`config.mk`:
```
export PLATFORM = sky130hd
export DESIGN_NAME = pulse_event_peak_average
export DESIGN_NICKNAME = d
export VERILOG_FILES = /design/src/peavg_pkg.sv /design/src/pulse_event_peak_average.sv /design/src/peavg_fifo.sv /design/src/peavg_div.sv /design/src/peavg_front.sv /design/src/peavg_back.sv
export SDC_FILE = /design/constraint.sdc
export NUM_CORES = 1
export LEC_CHECK = 0
export BUFFER_PORTS_ARGS = -buffer_cell sky130_fd_sc_hd__buf_2
export CAP_MARGIN = 20
export CORE_ASPECT_RATIO = 2
export CORE_MARGIN = 4
export CORE_UTILIZATION = 40
export CTS_CLUSTER_DIAMETER = 60
export DETAILED_ROUTE_END_ITERATION = 16
export PLACE_DENSITY_LB_ADDON = 0.05
export SKIP_CTS_REPAIR_TIMING = 1
export SYNTH_ARGS = -nofsm -noshare
export SYNTH_HDL_FRONTEND = slang
export SYNTH_SLANG_ARGS = --single-unit
```
`constraint.sdc`:
```
create_clock -name aclk -period 13.6 [get_ports aclk]
set_input_delay 0 -clock aclk [delete_from_list [all_inputs] [get_ports aclk]]
set_output_delay 0 -clock aclk [all_outputs]
set_load 0.02 [all_outputs]
```
`src/peavg_pkg.sv`:
```
// Shared types and constants for the pulse event peak/average block.
// No dependencies; every other file in src except peavg_fifo imports this package.
package peavg_pkg;

    localparam int SAMPLE_W = 11;
    localparam int TICK_W   = 32;
    localparam int KILL_W   = 8;
    localparam int CMD_W    = 3;

    localparam logic [SAMPLE_W-1:0] FULL_SCALE = 11'd1024;
    localparam logic [TICK_W-1:0]   TPS_RESET  = 32'd32768;

    localparam logic [CMD_W-1:0] CMD_CLEAR   = 3'd0;
    localparam logic [CMD_W-1:0] CMD_START   = 3'd1;
    localparam logic [CMD_W-1:0] CMD_SAMPLE  = 3'd2;
    localparam logic [CMD_W-1:0] CMD_TICK    = 3'd3;
    localparam logic [CMD_W-1:0] CMD_END     = 3'd4;
    localparam logic [CMD_W-1:0] CMD_PROCESS = 3'd5;

    typedef enum logic [3:0] {
        ST_IDLE = 4'b0001,
        ST_SEC  = 4'b0010,
        ST_AVG  = 4'b0100,
        ST_DONE = 4'b1000
    } back_state_t;

endpackage

```
`src/pulse_event_peak_average.sv`:
```
// Top level of the pulse event peak/average block.
// Depends on peavg_pkg, peavg_front, peavg_fifo, peavg_back and peavg_div.
//
//  Channel   Direction  Handshake            Payload
//  s_        in         s_tvalid/s_tready    tuser: cmd; tdata: sample
//  m_        out        m_tvalid/m_tready    tdata: event record
//  cfg_      in         cfg_wr_en            cfg_wr_data: ticks_per_second
//
// Clear, start, sample, tick and end take one cycle each and never stall
// while the two-entry record queue has room. A process command takes the back
// end through its seconds division and, with samples, an average division: the
// shared radix-2 divider makes 32 steps for the seconds and 32 for the average.
// Reset (aresetn low, synchronous) clears all event state and sets the tick
// rate to 32768. s_tready drops only while the record queue is full.
module pulse_event_peak_average
    import peavg_pkg::*;
#(
    parameter int AVG_SAMPLES = 16
) (
    input  logic        aclk,
    input  logic        aresetn,
    input  logic        s_tvalid,
    output logic        s_tready,
    input  logic [2:0]  s_tuser,     // [2:0] cmd
    input  logic [15:0] s_tdata,     // [10:0] sample, [15:11] zero
    output logic        m_tvalid,
    input  logic        m_tready,
    output logic [63:0] m_tdata,     // [7:0] kill_number, [39:8] length_seconds,
                                     // [50:40] peak, [61:51] average,
                                     // [62] clipped, [63] zero
    input  logic        cfg_wr_en,
    input  logic [31:0] cfg_wr_data
);

    localparam int CNT_W   = $clog2(AVG_SAMPLES + 1);
    localparam int SUM_W   = SAMPLE_W + CNT_W;
    localparam int ENTRY_W = KILL_W + TICK_W + SUM_W + CNT_W + SAMPLE_W + 2;

    logic [TICK_W-1:0]  tps_reg;
    logic               in_fire;
    logic               q_full;
    logic               q_push;
    logic [ENTRY_W-1:0] q_push_data;
    logic               q_valid;
    logic [ENTRY_W-1:0] q_data;
    logic               q_pop;

    always_ff @(posedge aclk) begin
        if (!aresetn) begin
            tps_reg <= TPS_RESET;
        end else if (cfg_wr_en) begin
            tps_reg <= cfg_wr_data;
        end
    end

    assign s_tready = !q_full;
    assign in_fire  = s_tvalid && s_tready;

    peavg_front #(
        .AVG_SAMPLES (AVG_SAMPLES),
        .CNT_W       (CNT_W),
        .SUM_W       (SUM_W),
        .ENTRY_W     (ENTRY_W)
    ) u_front (
        .aclk      (aclk),
        .aresetn   (aresetn),
        .in_fire   (in_fire),
        .cmd       (s_tuser),
        .sample    (s_tdata[SAMPLE_W-1:0]),
        .push      (q_push),
        .push_data (q_push_data)
    );

    peavg_fifo #(
        .WIDTH (ENTRY_W)
    ) u_fifo (
        .aclk      (aclk),
        .aresetn   (aresetn),
        .push      (q_push),
        .push_data (q_push_data),
        .pop       (q_pop),
        .full      (q_full),
        .not_empty (q_valid),
        .head_data (q_data)
    );

    peavg_back #(
        .CNT_W   (CNT_W),
        .SUM_W   (SUM_W),
        .ENTRY_W (ENTRY_W)
    ) u_back (
        .aclk             (aclk),
        .aresetn          (aresetn),
        .ticks_per_second (tps_reg),
        .q_valid          (q_valid),
        .q_data           (q_data),
        .q_pop            (q_pop),
        .m_tvalid         (m_tvalid),
        .m_tready         (m_tready),
        .m_tdata          (m_tdata)
    );

endmodule

```
`src/peavg_fifo.sv`:
```
// Two-entry queue that carries snapshot records from the front to the back.
// Depends on nothing but its WIDTH parameter.
module peavg_fifo #(
    parameter int WIDTH = 64
) (
    input  logic             aclk,
    input  logic             aresetn,
    input  logic             push,
    input  logic [WIDTH-1:0] push_data,
    input  logic             pop,
    output logic             full,
    output logic             not_empty,
    output logic [WIDTH-1:0] head_data
);

    logic [WIDTH-1:0] mem [2];
    logic             wr_ptr_reg;
    logic             rd_ptr_reg;
    logic [1:0]       count_reg;

    always_ff @(posedge aclk) begin
        if (push) begin
            mem[wr_ptr_reg] <= push_data;
        end
    end

    always_ff @(posedge aclk) begin
        if (!aresetn) begin
            wr_ptr_reg <= 1'b0;
            rd_ptr_reg <= 1'b0;
            count_reg  <= 2'd0;
        end else begin
            if (push) begin
                wr_ptr_reg <= ~wr_ptr_reg;
            end
            if (pop) begin
                rd_ptr_reg <= ~rd_ptr_reg;
            end
            if (push && !pop) begin
                count_reg <= count_reg + 2'd1;
            end else if (pop && !push) begin
                count_reg <= count_reg - 2'd1;
            end
        end
    end

    assign full      = count_reg[1];
    assign not_empty = (count_reg != 2'd0);
    assign head_data = mem[rd_ptr_reg];

endmodule

```
`src/peavg_div.sv`:
```
// Radix-2 restoring divider, one quotient bit per cycle.
// Uses peavg_pkg for the operand width. A zero divisor yields all ones.
module peavg_div
    import peavg_pkg::*;
(
    input  logic              aclk,
    input  logic              aresetn,
    input  logic              start,
    input  logic [TICK_W-1:0] dividend,
    input  logic [TICK_W-1:0] divisor,
    output logic              done,
    output logic [TICK_W-1:0] quotient
);

    localparam int CNT_W = $clog2(TICK_W);

    logic [TICK_W:0]   rem_reg;
    logic [TICK_W-1:0] quo_reg;
    logic [TICK_W-1:0] den_reg;
    logic [CNT_W-1:0]  cnt_reg;
    logic              busy_reg;
    logic              done_reg;

    logic [TICK_W:0] trial;
    logic            fits;

    assign trial = {rem_reg[TICK_W-1:0], quo_reg[TICK_W-1]};
    assign fits  = (trial >= {1'b0, den_reg});

    always_ff @(posedge aclk) begin
        if (start) begin
            rem_reg <= '0;
            quo_reg <= dividend;
            den_reg <= divisor;
        end else if (busy_reg) begin
            rem_reg <= fits ? (trial - {1'b0, den_reg}) : trial;
            quo_reg <= {quo_reg[TICK_W-2:0], fits};
        end
    end

    always_ff @(posedge aclk) begin
        if (!aresetn) begin
            busy_reg <= 1'b0;
            done_reg <= 1'b0;
            cnt_reg  <= '0;
        end else begin
            done_reg <= 1'b0;
            if (start) begin
                busy_reg <= 1'b1;
                cnt_reg  <= CNT_W'(TICK_W - 1);
            end else if (busy_reg) begin
                cnt_reg <= cnt_reg - CNT_W'(1);
                if (cnt_reg == '0) begin
                    busy_reg <= 1'b0;
                    done_reg <= 1'b1;
                end
            end
        end
    end

    assign done     = done_reg;
    assign quotient = quo_reg;

endmodule

```
`src/peavg_front.sv`:
```
// Command front end: keeps the event state and snapshots it on process.
// Uses peavg_pkg for command codes and field widths.
module peavg_front
    import peavg_pkg::*;
#(
    parameter int AVG_SAMPLES = 16,
    parameter int CNT_W       = 5,
    parameter int SUM_W       = 16,
    parameter int ENTRY_W     = 64
) (
    input  logic                aclk,
    input  logic                aresetn,
    input  logic                in_fire,
    input  logic [CMD_W-1:0]    cmd,
    input  logic [SAMPLE_W-1:0] sample,
    output logic                push,
    output logic [ENTRY_W-1:0]  push_data
);

    logic                active_reg;
    logic [TICK_W-1:0]   ticks_reg;
    logic [SAMPLE_W-1:0] peak_reg;
    logic [CNT_W-1:0]    count_reg;
    logic [SUM_W-1:0]    sum_reg;
    logic [KILL_W-1:0]   event_reg;
    logic                cleared_reg;

    logic [KILL_W-1:0] event_next;

    assign event_next = event_reg + KILL_W'(1);
    assign push       = in_fire && (cmd == CMD_PROCESS);

    // Layout from the low bit: kill, ticks, sum, count, peak, clipped, clear-seen.
    assign push_data = {cleared_reg, (peak_reg == FULL_SCALE), peak_reg,
                        count_reg, sum_reg, ticks_reg, event_next};

    always_ff @(posedge aclk) begin
        if (!aresetn) begin
            active_reg  <= 1'b0;
            ticks_reg   <= '0;
            peak_reg    <= '0;
            count_reg   <= '0;
            sum_reg     <= '0;
            event_reg   <= '0;
            cleared_reg <= 1'b0;
        end else if (in_fire) begin
            case (cmd)
                CMD_CLEAR: begin
                    active_reg  <= 1'b0;
                    ticks_reg   <= '0;
                    peak_reg    <= '0;
                    count_reg   <= '0;
                    sum_reg     <= '0;
                    cleared_reg <= 1'b1;
                end
                CMD_START: begin
                    active_reg <= 1'b1;
                    ticks_reg  <= '0;
                end
                CMD_SAMPLE: begin
                    if (count_reg < CNT_W'(AVG_SAMPLES)) begin
                        sum_reg   <= sum_reg + SUM_W'(sample);
                        count_reg <= count_reg + CNT_W'(1);
                    end
                    if (sample > peak_reg) begin
                        peak_reg <= sample;
                    end
                end
                CMD_TICK: begin
                    if (active_reg) begin
                        ticks_reg <= ticks_reg + TICK_W'(1);
                    end
                end
                CMD_END: begin
                    active_reg <= 1'b0;
                end
                CMD_PROCESS: begin
                    event_reg   <= event_next;
                    cleared_reg <= 1'b0;
                end
                default: begin
                end
            endcase
        end
    end

endmodule

```
`src/peavg_back.sv`:
```
// Back end: divides out seconds and, with samples, the average per queued record
// and holds the result for the output channel. Uses peavg_pkg and peavg_div.
module peavg_back
    import peavg_pkg::*;
#(
    parameter int CNT_W   = 5,
    parameter int SUM_W   = 16,
    parameter int ENTRY_W = 64
) (
    input  logic               aclk,
    input  logic               aresetn,
    input  logic [TICK_W-1:0]  ticks_per_second,
    input  logic               q_valid,
    input  logic [ENTRY_W-1:0] q_data,
    output logic               q_pop,
    output logic               m_tvalid,
    input  logic               m_tready,
    output logic [63:0]        m_tdata
);

    localparam int TICK_LO  = KILL_W;
    localparam int SUM_LO   = TICK_LO + TICK_W;
    localparam int CNT_LO   = SUM_LO + SUM_W;
    localparam int PEAK_LO  = CNT_LO + CNT_W;
    localparam int CLIP_BIT = PEAK_LO + SAMPLE_W;
    localparam int CLR_BIT  = CLIP_BIT + 1;

    back_state_t state_reg;

    logic [KILL_W-1:0]   kill_reg;
    logic [SUM_W-1:0]    sum_reg;
    logic [CNT_W-1:0]    count_reg;
    logic [SAMPLE_W-1:0] peak_reg;
    logic                clip_reg;
    logic [TICK_W-1:0]   secs_reg;
    logic [SAMPLE_W-1:0] avg_reg;
    logic                out_valid_reg;
    logic [63:0]         out_data_reg;

    logic              div_start;
    logic [TICK_W-1:0] div_dividend;
    logic [TICK_W-1:0] div_divisor;
    logic              div_done;
    logic [TICK_W-1:0] div_quotient;
    logic              out_free;
    logic              load_out;

    assign q_pop    = (state_reg == ST_IDLE) && q_valid;
    assign out_free = !out_valid_reg || m_tready;
    assign load_out = (state_reg == ST_DONE) && out_free;

    // One shared divider: seconds first, then the average when samples exist.
    always_comb begin
        div_start    = 1'b0;
        div_dividend = q_data[SUM_LO-1:TICK_LO];
        div_divisor  = ticks_per_second;
        if (state_reg == ST_IDLE) begin
            div_start = q_valid;
        end else if (state_reg == ST_SEC) begin
            div_start    = div_done && (count_reg != '0);
            div_dividend = TICK_W'(sum_reg);
            div_divisor  = TICK_W'(count_reg);
        end
    end

    peavg_div u_div (
        .aclk     (aclk),
        .aresetn  (aresetn),
        .start    (div_start),
        .dividend (div_dividend),
        .divisor  (div_divisor),
        .done     (div_done),
        .quotient (div_quotient)
    );

    always_ff @(posedge aclk) begin
        if (q_pop) begin
            kill_reg  <= q_data[TICK_LO-1:0];
            sum_reg   <= q_data[CNT_LO-1:SUM_LO];
            count_reg <= q_data[PEAK_LO-1:CNT_LO];
            peak_reg  <= q_data[CLIP_BIT-1:PEAK_LO];
            clip_reg  <= q_data[CLIP_BIT];
        end
        if ((state_reg == ST_SEC) && div_done) begin
            secs_reg <= div_quotient;
        end
        if (load_out) begin
            out_data_reg <= {1'b0, clip_reg, avg_reg, peak_reg, secs_reg, kill_reg};
        end
    end

    always_ff @(posedge aclk) begin
        if (!aresetn) begin
            state_reg     <= ST_IDLE;
            avg_reg       <= '0;
            out_valid_reg <= 1'b0;
        end else begin
            if (load_out) begin
                out_valid_reg <= 1'b1;
            end else if (m_tready) begin
                out_valid_reg <= 1'b0;
            end
            case (state_reg)
                ST_IDLE: begin
                    if (q_valid) begin
                        // A clear since the previous record drops the held average.
                        if (q_data[CLR_BIT]) begin
                            avg_reg <= '0;
                        end
                        state_reg <= ST_SEC;
                    end
                end
                ST_SEC: begin
                    if (div_done) begin
                        state_reg <= (count_reg != '0) ? ST_AVG : ST_DONE;
                    end
                end
                ST_AVG: begin
                    if (div_done) begin
                        avg_reg   <= div_quotient[SAMPLE_W-1:0];
                        state_reg <= ST_DONE;
                    end
                end
                ST_DONE: begin
                    if (out_free) begin
                        state_reg <= ST_IDLE;
                    end
                end
                default: begin
                    state_reg <= ST_IDLE;
                end
            endcase
        end
    end

    assign m_tvalid = out_valid_reg;
    assign m_tdata  = out_data_reg;

endmodule
```
==> results.toml <==
[layout]
largest_reg_flops = 148
fin_util = 0.467
area.growth.synth_to_final_pct = 15.6
nFillCells = 4828
drive_gt1_frac = 0.151
n_antenna_cell = 0
final_cells = 2517
design_area_sq_mm = 0.0246
largest-register = "u_fifo.mem"
nets = 1933

[timing]
fin_skew_ns = 0.0162
finalSetupTns_ns = 0
hold_violations = 0
final_max_slew_viol_count = 0
min_period_ns = 3.92
relSlewSlack = 0.292
post-route-period-util = 0.288
fmax_mhz = 255
worstMarginPinSlew_ns = 1.06
rsz0062_at_grt = "false"
setup_violations = 0

[route]
dr.pass1.iters = 5
wl_um = 47300
vias = 12900
avgRoutedWirePerCell_um = 18.8
drc = 0
viasPerCell = 5.13
ant_nets = 0
initialDrtViolationCount = 652

[hold_path]
whs_endpoint = "u_front.ticks_reg[0]$_SDFFE_PN0P_"
hold_path.startpoint = "s_tvalid"
min-delay-path-class = "primary input to flop"
hold-path-cell-count = 5

[power]
powerDensity_mw_per_mm2 = 181
leakage_nw = 9.15
peakVddDrop_v = 0.000110

[global_route]
grt_max_degree = 90
grt_pass1_wl_um = 74000
grt_pass1_vias = 13300
overflow = 0
grt_antenna_before_repair = 1
track_usage = 0.165

[place]
dp_hpwl_um = 30600
dpl_cell_area_sq_mm = 0.0226
numPortBuffers = 115
place_congestion = 0.834
dp.cells = 2383

[floorplanning]
rows = 119
fp.coreArea_sq_mm = 0.0527
io_pins = 122
dieWidth_um = 171
dieArea_sq_mm = 0.0572
initial_core_util = 0.404
die_h_um = 334

[synthesis]
syn_area_sq_mm = 0.0213
avgSynthCellArea_sq_um = 12.9
synth_ff_type = "edfxtp_1"
synth-edff-count = 348
yosysSeqAreaShare = 0.646
synth_cell_types = 73
ys_ff_latch = 514
async_reset_ff_frac = 0
synth_cells = 1658
yosysWarnings = 0
syn_nets = 1776

[flow_run]
cap_violations = 0

[clock_tree]
cts_inserted_buffers = 47
htree_levels = 2
cts_tree = "done"
cts_num_sinks = 514
clockBufferDepth = 3
insertion_delay_ns = 0.58
clkTransAtPathRegs_ns = 0.07
cts-root-buf = "clkbuf_16"

[critical_path]
worst-path-buf-inv = 2
r2r-end = "u_back.u_div.rem_reg[12]$_SDFFE_PP0P_"
cp_top_family = "compound AO/OA/AOI/OAI gates"
cp.arrival_ns = 4.36
critPathLaunchType = "flop"
reg2reg_depth = 11
cp_slowest_cell = "o31ai_4"
cp-end-kind = "flop"
critPathRequiredTime_ns = 14.04
cp_slowest_stage_delay_ns = 0.87
cp_cell_sequence = "inv_1 -> ha_1 -> nor2b_1 -> o2111ai_1 -> and4b_1 -> o21ai_1 -> a2111oi_2 -> o31ai_4 -> buf_4 -> mux2i_1 -> a21oi_1"
reg2reg_slack_ns = 9.68
worst-path-max-fanout = 24
reg2reg_from = "u_back.u_div.den_reg[1]$_DFFE_PP_"
worstSetupPathType = "flop to flop"

[run_status]
outcome = "finished, final reports clean"
[worst register-to-register path: stages, from the launching register on]
cell and delay, ns:
edfxtp_1 0.37, inv_1 0.06, ha_1 0.33, nor2b_1 0.19, o2111ai_1 0.18, and4b_1 0.27, o21ai_1 0.47, a2111oi_2 0.20
o31ai_4 0.87, buf_4 0.46, mux2i_1 0.29, a21oi_1 0.10
[Yosys cell counts, drive strengths merged (43+ instances only)]
master	instances	area share
dfxtp	166	0.16
inv	67	0.012
nor2	96	0.018
ha	60	0.035
mux2	47	0.025
edfxtp	348	0.49
o21ai	84	0.020
xnor2	43	0.018
a21oi	93	0.023
nor2b	92	0.027
clkbuf	62	0.011
mux2i	84	0.039
nand2	105	0.018
[cells by family (layout without fill, tap and decap cells)]
logic type,count (synthesis),in the layout,share of synthesized area
AO/OA/AOI/OAI,307,307,0.0913
XOR/XNOR,80,80,0.0329
adder cells (fa/ha/maj),62,62,0.0371
buffers and inverters,140,334,0.0254
flip-flops,514,514,0.646
multiplexers,131,131,0.0643
other,1,1,0.000176
AND/OR/NAND/NOR,423,423,0.102
[worst max-delay path by stage]
| stage | start | end | slack, ns | cells past startpoint |
|---|---|---|---|---|
| after CTS | u_back.u_div.den_reg[1]$_DFFE_PP_ | u_back.u_div.rem_reg[12]$_SDFFE_PP0P_ | 9.60 | 11 |
| after global placement | u_back.u_div.den_reg[1]$_DFFE_PP_ | u_back.u_div.rem_reg[12]$_SDFFE_PP0P_ | 9.60 | 11 |
| after global routing | u_back.u_div.den_reg[1]$_DFFE_PP_ | u_back.u_div.rem_reg[12]$_SDFFE_PP0P_ | 9.43 | 11 |
| final | u_back.u_div.den_reg[1]$_DFFE_PP_ | u_back.u_div.rem_reg[12]$_SDFFE_PP0P_ | 9.68 | 11 |
| after floorplan | u_fifo.count_reg[1]$_SDFFE_PN0P_ | u_fifo.mem[0][0]$_DFFE_PP_ | 9.01 | 5 |
| after detailed placement | u_back.u_div.den_reg[1]$_DFFE_PP_ | u_back.u_div.rem_reg[12]$_SDFFE_PP0P_ | 9.63 | 11 |
[cell type report]
| type | instances | area (sq um) | area share |
|---|---|---|---|
| Tap cell | 665 | 832 | 0.0338 |
| Inverter | 68 | 255 | 0.0104 |
| Timing Repair Buffer | 180 | 1180 | 0.0481 |
| Clock inverter | 23 | 233 | 0.00945 |
| Clock buffer | 63 | 1320 | 0.0536 |
| Sequential cell | 514 | 13800 | 0.559 |
| Multi-Input combinational cell | 1004 | 7030 | 0.285 |
[layer usage]
metal,up-vias,GRT usage,part of all wire
li1,6317,-,-
met4,2,0.0531,0.028
met5,-,0,0.00027
met1,6316,0.179,0.38
met3,79,0.0252,0.032
met2,210,0.322,0.56
[power breakdown]
| part | total [mW] | switching (mW) | leakage (nW) | internal (mW) |
|---|---|---|---|---|
| logic | 1.08 | 0.668 | 3.73 | 0.411 |
| clock network | 1.34 | 0.581 | 0.762 | 0.760 |
| registers | 2.04 | 0.112 | 4.66 | 1.93 |
| total | 4.46 | 1.36 | 9.15 | 3.10 |
[placed cells by master (no fill, tap or decap), types with 49 or more instances in the layout]
cell type  instances
a21oi_1           91
buf_2            115
clkbuf_16         49
dfxtp_1          165
edfxtp_1         348
ha_1              60
inv_1             65
mux2i_1           84
nand2_1          105
nor2_1            92
nor2b_1           91
o21ai_0           76
[stage by stage]
| step | hold WS (ns) | setup slack (ns) | total power [mW] |
|---|---|---|---|
| floorplan | 0.125 | 9.01 | 2.84 |
| global placement | 0.221 | 9.60 | 3.15 |
| detailed placement | 0.227 | 9.63 | 3.17 |
| CTS | -0.391 | 9.60 | 4.53 |
| global route | 0.0826 | 9.43 | 4.73 |
| finish | 0.0883 | 9.68 | 4.46 |
(Power assumes the default switching activity.)
